[src/rtl/core/rsw_pkg.sv]
// ----------------------------------------------------------------------------
// rsw_pkg
// Shared types and constants of the remembered-set write barrier: set
// capacity, address widths, operation and status codes, controller states.
// ----------------------------------------------------------------------------
`default_nettype none

package rsw_pkg;

  // set geometry
  localparam int CAPACITY  = 64;
  localparam int ADDR_BITS = 32;
  localparam int ADDR_W    = 32;
  localparam int IDX_W     = $clog2(CAPACITY);
  localparam int CNT_W     = $clog2(CAPACITY + 1);

  // significant address bits of a beat
  localparam logic [ADDR_W-1:0] ADDR_MASK =
    (ADDR_BITS >= ADDR_W) ? {ADDR_W{1'b1}} : ADDR_W'((64'd1 << ADDR_BITS) - 64'd1);

  // operation codes
  typedef enum logic [1:0] {
    OP_BARRIER = 2'd0,
    OP_ADD     = 2'd1,
    OP_REMOVE  = 2'd2,
    OP_CLEAR   = 2'd3
  } op_t;

  // result status codes
  typedef enum logic [2:0] {
    ST_ADDED     = 3'd0,
    ST_PRESENT   = 3'd1,
    ST_FILTERED  = 3'd2,
    ST_REMOVED   = 3'd3,
    ST_NOT_FOUND = 3'd4,
    ST_FULL      = 3'd5,
    ST_CLEARED   = 3'd6,
    ST_NULL      = 3'd7
  } status_t;

  // controller states
  typedef enum logic [2:0] {
    S_IDLE,
    S_SEARCH,
    S_SHIFT,
    S_CLR_OUT,
    S_EMIT
  } state_t;

endpackage

`default_nettype wire

[src/rtl/core/remembered_set_write_barrier.sv]
// ----------------------------------------------------------------------------
// remembered_set_write_barrier
// Ordered, duplicate-free remembered set with write-barrier filtering,
// direct add, remove with compaction and clear with mark-clear results.
// ----------------------------------------------------------------------------
// Usage:
//   Input beats (in_op, in_object_addr, in_parent_gen, in_child_gen) are taken
//   on in_valid with in_stall low; result beats leave on out_valid with
//   out_stall low, one per operation, or one per held entry for a non-empty clear.
//   out_last marks the final result beat of an operation.
//   One operation is worked on at a time; in_stall is high while it runs.
//   The entries sit in a 64 x 32 RAM with registered read data and are
//   walked serially through its single read port:
//     null, filtered          : result only, no walk
//     add, barrier add        : search over held entries, then append
//     remove                  : search, then compaction
//     clear                   : a beat per entry, one per cycle unless out_stall
//   A full set reports status full instead of growing.
//   Results pass through an output register, so a new beat is accepted
//   while the last result still waits; while out_stall is high the result
//   holds and the walk pauses before its next result.
//   Reset empties the set and drops any pending result; RAM contents are
//   not cleared, only entries below the count are ever read.
// ----------------------------------------------------------------------------
`default_nettype none

module remembered_set_write_barrier (
  input  wire logic        clk,
  input  wire logic        rst_n,
  // input channel
  input  wire logic        in_valid,
  output logic             in_stall,
  input  wire logic [1:0]  in_op,
  input  wire logic [31:0] in_object_addr,
  input  wire logic [1:0]  in_parent_gen,
  input  wire logic [1:0]  in_child_gen,
  // result channel
  output logic             out_valid,
  input  wire logic        out_stall,
  output logic [2:0]       out_status,
  output logic [31:0]      out_mark_addr,
  output logic             out_mark_write,
  output logic             out_mark_value,
  output logic [6:0]       out_set_count,
  output logic             out_last
);

  localparam int AW = rsw_pkg::ADDR_W;
  localparam int IW = rsw_pkg::IDX_W;
  localparam int CW = rsw_pkg::CNT_W;

  // control state
  rsw_pkg::state_t  state_r, state_nxt;
  logic [CW-1:0]    count_r, count_nxt;
  logic [CW-1:0]    rd_idx_r, rd_idx_nxt;
  logic [IW-1:0]    cmp_idx_r, cmp_idx_nxt;
  logic             cmp_vld_r, cmp_vld_nxt;
  logic             out_valid_r, out_valid_nxt;

  // operation payload
  rsw_pkg::op_t     op_r, op_nxt;
  logic [AW-1:0]    addr_r, addr_nxt;
  rsw_pkg::status_t res_status_r, res_status_nxt;
  logic             res_mw_r, res_mw_nxt;
  logic             res_mv_r, res_mv_nxt;

  // output register
  rsw_pkg::status_t out_status_r, out_status_nxt;
  logic [AW-1:0]    out_addr_r, out_addr_nxt;
  logic             out_mw_r, out_mw_nxt;
  logic             out_mv_r, out_mv_nxt;
  logic [CW-1:0]    out_cnt_r, out_cnt_nxt;
  logic             out_last_r, out_last_nxt;

  // ram ports
  logic             ram_we, ram_re;
  logic [IW-1:0]    ram_waddr, ram_raddr;
  logic [AW-1:0]    ram_wdata, ram_rdata;

  // decode
  logic             in_acc;
  logic             slot_free;
  logic             hit;
  logic             more;
  logic [AW-1:0]    in_addr;
  logic             clr_final;

  assign in_stall  = (state_r != rsw_pkg::S_IDLE);
  assign in_acc    = in_valid && !in_stall;
  assign slot_free = !out_valid_r || !out_stall;
  assign in_addr   = in_object_addr & rsw_pkg::ADDR_MASK;
  assign hit       = cmp_vld_r && (ram_rdata == addr_r);
  assign more      = (rd_idx_r < count_r);
  assign clr_final = ((rd_idx_r + CW'(1)) == count_r);

  // entry store
  rsw_ram #(
    .WIDTH (AW),
    .DEPTH (rsw_pkg::CAPACITY)
  ) u_store (
    .clk   (clk),
    .we    (ram_we),
    .waddr (ram_waddr),
    .wdata (ram_wdata),
    .re    (ram_re),
    .raddr (ram_raddr),
    .rdata (ram_rdata)
  );

  // next state
  always_comb begin
    state_nxt = state_r;
    unique case (state_r)
      rsw_pkg::S_IDLE: begin
        if (in_acc) begin
          if (in_op == rsw_pkg::OP_CLEAR) begin
            state_nxt = (count_r == '0) ? rsw_pkg::S_EMIT : rsw_pkg::S_CLR_OUT;
          end else if (in_addr == '0) begin
            state_nxt = rsw_pkg::S_EMIT;
          end else if ((in_op == rsw_pkg::OP_BARRIER) && (in_parent_gen <= in_child_gen)) begin
            state_nxt = rsw_pkg::S_EMIT;
          end else begin
            state_nxt = rsw_pkg::S_SEARCH;
          end
        end
      end
      rsw_pkg::S_SEARCH: begin
        if (hit) begin
          state_nxt = (op_r == rsw_pkg::OP_REMOVE) ? rsw_pkg::S_SHIFT : rsw_pkg::S_EMIT;
        end else if (!more && !cmp_vld_r) begin
          state_nxt = rsw_pkg::S_EMIT;
        end
      end
      rsw_pkg::S_SHIFT: begin
        if (!more) begin
          state_nxt = rsw_pkg::S_EMIT;
        end
      end
      rsw_pkg::S_CLR_OUT: begin
        if (slot_free && clr_final) begin
          state_nxt = rsw_pkg::S_IDLE;
        end
      end
      rsw_pkg::S_EMIT: begin
        if (slot_free) begin
          state_nxt = rsw_pkg::S_IDLE;
        end
      end
      default: state_nxt = rsw_pkg::S_IDLE;
    endcase
  end

  // datapath, ram control and result loading
  always_comb begin
    count_nxt      = count_r;
    rd_idx_nxt     = rd_idx_r;
    cmp_idx_nxt    = cmp_idx_r;
    cmp_vld_nxt    = cmp_vld_r;
    op_nxt         = op_r;
    addr_nxt       = addr_r;
    res_status_nxt = res_status_r;
    res_mw_nxt     = res_mw_r;
    res_mv_nxt     = res_mv_r;
    out_status_nxt = out_status_r;
    out_addr_nxt   = out_addr_r;
    out_mw_nxt     = out_mw_r;
    out_mv_nxt     = out_mv_r;
    out_cnt_nxt    = out_cnt_r;
    out_last_nxt   = out_last_r;
    out_valid_nxt  = out_valid_r && out_stall;
    ram_we         = 1'b0;
    ram_waddr      = '0;
    ram_wdata      = addr_r;
    ram_re         = 1'b0;
    ram_raddr      = '0;

    unique case (state_r)
      // take a beat and sort out the trivial cases
      rsw_pkg::S_IDLE: begin
        if (in_acc) begin
          op_nxt      = rsw_pkg::op_t'(in_op);
          addr_nxt    = (in_op == rsw_pkg::OP_CLEAR) ? '0 : in_addr;
          rd_idx_nxt  = '0;
          cmp_vld_nxt = 1'b0;
          res_mw_nxt  = 1'b0;
          res_mv_nxt  = 1'b0;
          if (in_op == rsw_pkg::OP_CLEAR) begin
            res_status_nxt = rsw_pkg::ST_CLEARED;
            // fetch entry 0 for the clear walk
            ram_re = (count_r != '0);
          end else if (in_addr == '0) begin
            res_status_nxt = rsw_pkg::ST_NULL;
          end else begin
            res_status_nxt = rsw_pkg::ST_FILTERED;
          end
        end
      end

      // pipelined search: issue read i, compare entry i-1
      rsw_pkg::S_SEARCH: begin
        if (hit) begin
          res_status_nxt = rsw_pkg::ST_PRESENT;
          rd_idx_nxt     = CW'(cmp_idx_r) + CW'(1);
          cmp_vld_nxt    = 1'b0;
        end else if (more) begin
          ram_re      = 1'b1;
          ram_raddr   = rd_idx_r[IW-1:0];
          cmp_idx_nxt = rd_idx_r[IW-1:0];
          cmp_vld_nxt = 1'b1;
          rd_idx_nxt  = rd_idx_r + CW'(1);
        end else if (!cmp_vld_r) begin
          if (op_r == rsw_pkg::OP_REMOVE) begin
            res_status_nxt = rsw_pkg::ST_NOT_FOUND;
          end else if (count_r >= CW'(rsw_pkg::CAPACITY)) begin
            res_status_nxt = rsw_pkg::ST_FULL;
          end else begin
            // append at the tail
            ram_we         = 1'b1;
            ram_waddr      = count_r[IW-1:0];
            count_nxt      = count_r + CW'(1);
            res_status_nxt = rsw_pkg::ST_ADDED;
            res_mw_nxt     = 1'b1;
            res_mv_nxt     = 1'b1;
          end
        end else begin
          cmp_vld_nxt = 1'b0;
        end
      end

      // compaction: read entry j, write it to j-1 in the following cycle
      rsw_pkg::S_SHIFT: begin
        if (cmp_vld_r) begin
          ram_we    = 1'b1;
          ram_waddr = cmp_idx_r - IW'(1);
          ram_wdata = ram_rdata;
        end
        if (more) begin
          ram_re      = 1'b1;
          ram_raddr   = rd_idx_r[IW-1:0];
          cmp_idx_nxt = rd_idx_r[IW-1:0];
          cmp_vld_nxt = 1'b1;
          rd_idx_nxt  = rd_idx_r + CW'(1);
        end else begin
          cmp_vld_nxt    = 1'b0;
          count_nxt      = count_r - CW'(1);
          res_status_nxt = rsw_pkg::ST_REMOVED;
          res_mw_nxt     = 1'b1;
          res_mv_nxt     = 1'b0;
        end
      end

      // clear walk: one mark-clear beat per entry
      rsw_pkg::S_CLR_OUT: begin
        if (slot_free) begin
          out_valid_nxt  = 1'b1;
          out_status_nxt = rsw_pkg::ST_CLEARED;
          out_addr_nxt   = ram_rdata;
          out_mw_nxt     = 1'b1;
          out_mv_nxt     = 1'b0;
          out_cnt_nxt    = '0;
          out_last_nxt   = clr_final;
          if (clr_final) begin
            count_nxt = '0;
          end else begin
            ram_re     = 1'b1;
            ram_raddr  = IW'(rd_idx_r + CW'(1));
            rd_idx_nxt = rd_idx_r + CW'(1);
          end
        end
      end

      // single result beat
      rsw_pkg::S_EMIT: begin
        if (slot_free) begin
          out_valid_nxt  = 1'b1;
          out_status_nxt = res_status_r;
          out_addr_nxt   = addr_r;
          out_mw_nxt     = res_mw_r;
          out_mv_nxt     = res_mv_r;
          out_cnt_nxt    = count_r;
          out_last_nxt   = 1'b1;
        end
      end

      default: begin
        out_valid_nxt = 1'b0;
      end
    endcase
  end

  // control registers
  always_ff @(posedge clk) begin
    if (!rst_n) begin
      state_r     <= rsw_pkg::S_IDLE;
      count_r     <= '0;
      rd_idx_r    <= '0;
      cmp_vld_r   <= 1'b0;
      out_valid_r <= 1'b0;
    end else begin
      state_r     <= state_nxt;
      count_r     <= count_nxt;
      rd_idx_r    <= rd_idx_nxt;
      cmp_vld_r   <= cmp_vld_nxt;
      out_valid_r <= out_valid_nxt;
    end
  end

  // payload registers
  always_ff @(posedge clk) begin
    cmp_idx_r    <= cmp_idx_nxt;
    op_r         <= op_nxt;
    addr_r       <= addr_nxt;
    res_status_r <= res_status_nxt;
    res_mw_r     <= res_mw_nxt;
    res_mv_r     <= res_mv_nxt;
    out_status_r <= out_status_nxt;
    out_addr_r   <= out_addr_nxt;
    out_mw_r     <= out_mw_nxt;
    out_mv_r     <= out_mv_nxt;
    out_cnt_r    <= out_cnt_nxt;
    out_last_r   <= out_last_nxt;
  end

  // result ports
  assign out_valid      = out_valid_r;
  assign out_status     = out_status_r;
  assign out_mark_addr  = out_addr_r;
  assign out_mark_write = out_mw_r;
  assign out_mark_value = out_mv_r;
  assign out_set_count  = 7'(out_cnt_r);
  assign out_last       = out_last_r;

`ifndef SYNTHESIS
  // set never grows past capacity
  a_count_cap: assert property (@(posedge clk) disable iff (!rst_n)
    count_r <= CW'(rsw_pkg::CAPACITY))
    else $error("entry count above capacity");

  // writes stay inside the held entries or append at the tail
  a_wr_range: assert property (@(posedge clk) disable iff (!rst_n)
    ram_we |-> ({1'b0, ram_waddr} <= count_r))
    else $error("store write beyond tail");

  // a search step changes the count by at most one append
  a_search_cnt: assert property (@(posedge clk) disable iff (!rst_n)
    (state_r == rsw_pkg::S_SEARCH) |=>
      ((count_r == $past(count_r)) || (count_r == $past(count_r) + CW'(1))))
    else $error("count jumped during search");

  // a clear walk ends with an empty set
  a_clear_empty: assert property (@(posedge clk) disable iff (!rst_n)
    ((state_r == rsw_pkg::S_CLR_OUT) && (state_nxt == rsw_pkg::S_IDLE)) |=> (count_r == '0))
    else $error("set not empty after clear");
`endif

endmodule

`default_nettype wire

[src/rtl/core/rsw_ram.sv]
// ----------------------------------------------------------------------------
// rsw_ram
// Generic single-write, single-read synchronous RAM with registered read
// data; the read data holds while no read is issued.
// ----------------------------------------------------------------------------
`default_nettype none

module rsw_ram #(
  parameter int WIDTH = 32,
  parameter int DEPTH = 64
) (
  input  wire logic                     clk,
  input  wire logic                     we,
  input  wire logic [$clog2(DEPTH)-1:0] waddr,
  input  wire logic [WIDTH-1:0]         wdata,
  input  wire logic                     re,
  input  wire logic [$clog2(DEPTH)-1:0] raddr,
  output logic      [WIDTH-1:0]         rdata
);

  logic [WIDTH-1:0] mem [DEPTH];

  // write port
  always_ff @(posedge clk) begin
    if (we) begin
      mem[waddr] <= wdata;
    end
  end

  // registered read port
  always_ff @(posedge clk) begin
    if (re) begin
      rdata <= mem[raddr];
    end
  end

endmodule

`default_nettype wire
[config.mk]
export PLATFORM = sky130hd
export DESIGN_NAME = remembered_set_write_barrier
export DESIGN_NICKNAME = d
export VERILOG_FILES = /design/src/rtl/core/rsw_pkg.sv /design/src/rtl/core/remembered_set_write_barrier.sv /design/src/rtl/core/rsw_ram.sv
export SDC_FILE = /design/constraint.sdc
export NUM_CORES = 2
export LEC_CHECK = 0
export BUFFER_PORTS_ARGS = -buffer_cell sky130_fd_sc_hd__buf_2
export CAP_MARGIN = 30
export CORE_UTILIZATION = 24
export CTS_BUF_LIST = sky130_fd_sc_hd__clkbuf_8
export CTS_CLUSTER_SIZE = 10
export DETAILED_ROUTE_END_ITERATION = 7
export GPL_ROUTABILITY_DRIVEN = 0
export GPL_TIMING_DRIVEN = 0
export PLACE_DENSITY_LB_ADDON = 0.08
export SETUP_SLACK_MARGIN = 0.1
export SKIP_LAST_GASP = 1
export SYNTH_ARGS = -nofsm -noshare
export SYNTH_HDL_FRONTEND = slang
export SYNTH_HIERARCHICAL = 1
export SYNTH_SLANG_ARGS = --single-unit
[constraint.sdc]
create_clock -name clk -period 14.26 [get_ports clk]
set_input_delay 2.139 -clock clk [delete_from_list [all_inputs] [get_ports clk]]
set_output_delay 2.139 -clock clk [all_outputs]
set_load 0.02 [all_outputs]
==> summary.log <==
qor: drt.via_count 45,300
qor: logic_synthesis.synth.ff_latch_count 2,189
qor: floorplanning.design.core.area 0.356 mm2
qor: clocking.max-clock-path-buffers 4
qor: power_and_ir_drop.internal_power 10.8 mW
qor: worst_setup_path.worstSetupPathType register to register
qor: logic_synthesis.netlist_area_before_placement 0.0857 mm2
qor: global_routing.grt_overflow 0
qor: sta.final.min_clock_period 7.39 ns
qor: logic_synthesis.asyncSetResetFlopFracSynth 0%
qor: clocking.cts-resized-gates 0
qor: sta.finalCritPeriodShare 51.8%
qor: power_and_ir_drop.power_frac_comb 11.5%
qor: clocking.cts_hold_repair.buffers 0
qor: placement.dpl.hpwl 220 mm
qor: power_and_ir_drop.power_switching 4.06 mW
qor: sta.slew_headroom 13.8%
qor: logic_synthesis.ys.warnings.count 6
qor: cells_and_area.layout_cells_sized_above_1 28.9%
qor: min_path.min-delay-path-class register to register
qor: floorplanning.initial_utilization 24.1%
qor: floorplanning.pin_count 89
qor: worst_setup_path.largest_delay_contributor_family_on_the_critical_path buffers and inverters
qor: drt.route.detailed.drc 126
qor: power_and_ir_drop.sw_frac_of_total 27.3%
qor: power_and_ir_drop.static_leakage_power 31.2 nW
qor: cells_and_area.area.growth.synth_to_final 19.8%
qor: drt.detail_route.wl_per_cell 32.7 um
qor: worst_setup_path.cpMaxStageDelayCell sky130_fd_sc_hd__nand2_1
qor: global_routing.grt_first_pass_wirelength 430 mm
qor: worst_setup_path.timing.critical_path.arrival 8.14 ns
qor: sta.achievable-frequency 135 MHz
qor: sta.setup_viol_count_final 0
qor: sta.finalClockSkew 0.0775 ns
qor: worst_setup_path.timing.critical_path.from_type register
qor: clocking.h-tree-depth 5
qor: power_and_ir_drop.power_density 145 mW/mm2
qor: logic_synthesis.post_synth_num_cell_types 81
qor: job.max_cap_violations 0
qor: worst_setup_path.required 15.01 ns
qor: clocking.ctsRootBufferMaster sky130_fd_sc_hd__clkbuf_8
qor: status.outcome finished, violations left
qor: logic_synthesis.synth_nets 4,148
qor: placement.port-buffer-count 88
qor: drt.route.final.wire_length 321 mm
qor: power_and_ir_drop.power.ir.vdd_worst 0.0672 mV
qor: logic_synthesis.syn_area_per_cell 21.0 um2
qor: worst_setup_path.crit_fanout 15
qor: sta.rsz0062_at_grt false
qor: drt.detail_route.first_pass.iterations 8
qor: clocking.clk_pin_slew 0.06 ns
qor: logic_synthesis.netlist_top_cells_area sky130_fd_sc_hd__edfxtp_1, sky130_fd_sc_hd__mux4_2, sky130_fd_sc_hd__mux2i_1, sky130_fd_sc_hd__a22oi_1, sky130_fd_sc_hd__mux2_2
qor: cells_and_area.n_fill_cell 35,000
qor: power_and_ir_drop.p_seq_share 51.3%
qor: logic_synthesis.postSynth.topFlopCell sky130_fd_sc_hd__edfxtp_1
qor: floorplanning.floorplan.rows 219
qor: drt.detail_route.vias_per_cell 4.62
qor: floorplanning.dieWidth 600 um
qor: clocking.tritoncts_clock_tree yes
qor: global_routing.track_usage 17.6%
qor: global_routing.number_of_global_route_vias_before_repair 46,400
qor: floorplanning.die_area 0.360 mm2
qor: power_and_ir_drop.power.share.clock 37.2%
qor: sta.maxSlewViolCount 0
qor: floorplanning.die_height 600 um
qor: clocking.clock_sinks 2,189
qor: sta.max_slew.worst_pin.slew 1.29 ns
qor: logic_synthesis.postSynthCellCount 4,087
qor: drt.initial_drc_count 3,921
qor: clocking.post_cts_buffers 0
qor: drt.antenna_left 0
qor: global_routing.largest_net_degree_at_the_start_of_global_routing 65
qor: logic_synthesis.number_of_flops_mapped_to_enable_cells_by_yosys 2,170
qor: clocking.clkLatencyLatePin 1.08 ns
qor: worst_setup_path.critical-path-max-stage-delay 0.83 ns
qor: status.violations DRC
qor: logic_synthesis.yosys.area.top_type sky130_fd_sc_hd__edfxtp_1
qor: worst_setup_path.timing.critical_path.to_type register
qor: cells_and_area.layout.core_utilization 28.9%
qor: logic_synthesis.synth_top_area_share 76.0%
qor: global_routing.number_of_antenna_violations_at_the_first_check_in_global_routing 26
qor: sta.report.final.hold_viol_count 0
qor: clocking.cts_inserted_buffers 398
qor: logic_synthesis.synth_seq_area_share 76.4%
qor: sta.setup_total_negative_slack 0 ns
qor: cells_and_area.fin_nets 4,784
qor: worst_setup_path.worstPathCellList inv_1, nor2_1, nand2_1, inv_1, nor2_1, nor2_1, nand2_1, inv_2, a32o_1, buf_2, buf_2, buf_2, nand2_1, clkbuf_1, o22ai_1, nor2_1, nand2_1, a21oi_1
qor: worst_setup_path.critical_path_buf_inv_count 7
## cell type report
type                       count  area (um2)  share of cell area, %
sequential                  2189       65500                   63.8
multi-input combinational   1637       19300                   18.8
tap                         4751        5940                   5.79
clock buffer                 412        5670                   5.52
timing repair buffer         236        3240                   3.16
clock inverter               310        1490                   1.45
buffer                       224        1380                   1.34
inverter                      37         139                  0.135
antenna                       14        35.0                 0.0341
## worst paths after layout
path	startpoint	end	slack, ns	cells past startpoint
setup / recovery	state_r[1]	u_store/rdata[18]	6.87	18
hold / removal	res_status_r[1]	out_status[1]	0.53	1
setup reg to reg	state_r[1]	u_store/rdata[18]	6.87	18
hold reg to reg	res_status_r[1]	out_status[1]	0.53	1
## worst register-to-register path, stage by stage, from the launching register on
cell	delay [ns]
sky130_fd_sc_hd__dfxtp_1	0.52
sky130_fd_sc_hd__inv_1	0.18
sky130_fd_sc_hd__nor2_1	0.21
sky130_fd_sc_hd__nand2_1	0.18
sky130_fd_sc_hd__inv_1	0.43
sky130_fd_sc_hd__nor2_1	0.20
sky130_fd_sc_hd__nor2_1	0.43
sky130_fd_sc_hd__nand2_1	0.16
sky130_fd_sc_hd__inv_2	0.28
sky130_fd_sc_hd__a32o_1	0.20
sky130_fd_sc_hd__buf_2	0.41
sky130_fd_sc_hd__buf_2	0.50
sky130_fd_sc_hd__buf_2	0.74
sky130_fd_sc_hd__nand2_1	0.86
sky130_fd_sc_hd__clkbuf_1	0.51
sky130_fd_sc_hd__o22ai_1	0.63
sky130_fd_sc_hd__nor2_1	0.26
sky130_fd_sc_hd__nand2_1	0.20
sky130_fd_sc_hd__a21oi_1	0.15
## sequential cells by signal, summed over array words and instances, names as in the netlist
| signal | flops |
|---|---|
| u_store/mem | 2048 |
| addr_r | 32 |
| out_mark_addr | 32 |
| u_store/rdata | 32 |
| count_r | 7 |
| out_set_count | 7 |
| rd_idx_r | 7 |
| cmp_idx_r | 6 |
| out_status | 3 |
| res_status_r | 3 |
| state_r | 3 |
| op_r | 2 |
| cmp_vld_r | 1 |
| out_last | 1 |
| out_mark_value | 1 |
| out_mark_write | 1 |
| out_valid | 1 |
| res_mv_r | 1 |
| res_mw_r | 1 |
## cells by family after synthesis
| kind of cell | after synthesis | synth area share, % |
|---|---|---|
| flops | 2189 | 76.4 |
| buf+inv | 261 | 1.76 |
| compound gates | 459 | 3.84 |
| xor+xnor | 49 | 0.500 |
| mux | 701 | 14.8 |
| fa+ha+maj | 19 | 0.286 |
| simple gates | 409 | 2.39 |
## power by group through the flow
stage               clock network (mW)  registers [mW]  logic [mW]
floorplan                            0            7.76       0.848
global placement                     0            7.80        1.61
detailed placement                   0            7.76        1.74
CTS                               5.75            7.63        1.74
global route                      6.00            7.64        1.83
finish                            5.53            7.63        1.72
## cell usage after synthesis (14+ instances only)
| cell | count |
|---|---|
| sky130_fd_sc_hd__nand2b_1 | 14 |
| sky130_fd_sc_hd__nor2_1 | 126 |
| sky130_fd_sc_hd__o221ai_1 | 20 |
| sky130_fd_sc_hd__a211oi_1 | 22 |
| sky130_fd_sc_hd__o211ai_1 | 14 |
| sky130_fd_sc_hd__buf_6 | 32 |
| sky130_fd_sc_hd__edfxtp_1 | 2170 |
| sky130_fd_sc_hd__mux2i_1 | 191 |
| sky130_fd_sc_hd__mux4_2 | 446 |
| sky130_fd_sc_hd__buf_2 | 56 |
| sky130_fd_sc_hd__a31oi_1 | 24 |
| sky130_fd_sc_hd__and3_1 | 15 |
| sky130_fd_sc_hd__a22oi_1 | 133 |
| sky130_fd_sc_hd__clkbuf_1 | 88 |
| sky130_fd_sc_hd__ha_1 | 18 |
| sky130_fd_sc_hd__buf_4 | 29 |
| sky130_fd_sc_hd__o21ai_0 | 51 |
| sky130_fd_sc_hd__xnor2_1 | 43 |
| sky130_fd_sc_hd__mux2_2 | 64 |
| sky130_fd_sc_hd__nor2b_1 | 21 |
| sky130_fd_sc_hd__a21oi_1 | 43 |
| sky130_fd_sc_hd__inv_1 | 35 |
| sky130_fd_sc_hd__o22ai_1 | 51 |
| sky130_fd_sc_hd__nand3_1 | 62 |
| sky130_fd_sc_hd__nor3_1 | 16 |
| sky130_fd_sc_hd__dfxtp_1 | 19 |
| sky130_fd_sc_hd__nand2_1 | 60 |
| sky130_fd_sc_hd__and2_1 | 40 |
## metrics by stage
step	cells	setup slack (ns)	total power, mW	instance area, um2	hold WS (ns)
after floorplan	4087	9.27	8.60	85700	0.432
after CTS	9793	6.83	15.1	103000	0.526
after detailed placement	9071	6.73	9.50	95500	0.507
after global routing	9797	6.57	15.5	103000	0.538
final	9810	6.87	14.9	103000	0.534
after global placement	8926	4.58	9.41	92100	0.526
## per-layer routing
| metal | GRT usage, % | up-vias | wire length, um |
|---|---|---|---|
| met5 | 0 | - | 35 |
| met4 | 3.50 | 4 | 5190 |
| met3 | 3.13 | 329 | 16400 |
| met2 | 28.6 | 1339 | 151000 |
| met1 | 24.8 | 25100 | 148000 |
| li1 | - | 18600 | - |
## placed cells by master, fill, tap and decap left out, types with 16 or more instances in the layout
cell	n
sky130_fd_sc_hd__buf_4	35
sky130_fd_sc_hd__buf_12	87
sky130_fd_sc_hd__a211oi_1	22
sky130_fd_sc_hd__a21oi_1	42
sky130_fd_sc_hd__buf_16	23
sky130_fd_sc_hd__edfxtp_1	2170
sky130_fd_sc_hd__and2_1	39
sky130_fd_sc_hd__nor2_1	59
sky130_fd_sc_hd__buf_8	30
sky130_fd_sc_hd__buf_6	35
sky130_fd_sc_hd__mux2i_1	191
sky130_fd_sc_hd__clkbuf_1	84
sky130_fd_sc_hd__dfxtp_1	19
sky130_fd_sc_hd__a22oi_1	133
sky130_fd_sc_hd__nand2_1	60
sky130_fd_sc_hd__xnor2_1	43
sky130_fd_sc_hd__nand3_1	62
sky130_fd_sc_hd__mux4_2	446
sky130_fd_sc_hd__o22ai_1	51
sky130_fd_sc_hd__nor2b_1	21
sky130_fd_sc_hd__a31oi_1	24
sky130_fd_sc_hd__inv_1	162
sky130_fd_sc_hd__clkbuf_8	412
sky130_fd_sc_hd__ha_1	18
sky130_fd_sc_hd__nor3_1	16
sky130_fd_sc_hd__nor2_4	64
sky130_fd_sc_hd__mux2_2	47
sky130_fd_sc_hd__o221ai_1	20
sky130_fd_sc_hd__clkinv_2	49
sky130_fd_sc_hd__o21ai_0	45
sky130_fd_sc_hd__mux2_4	17
sky130_fd_sc_hd__buf_2	153
sky130_fd_sc_hd__clkinv_1	111
Power figures use the tool's default switching activity.
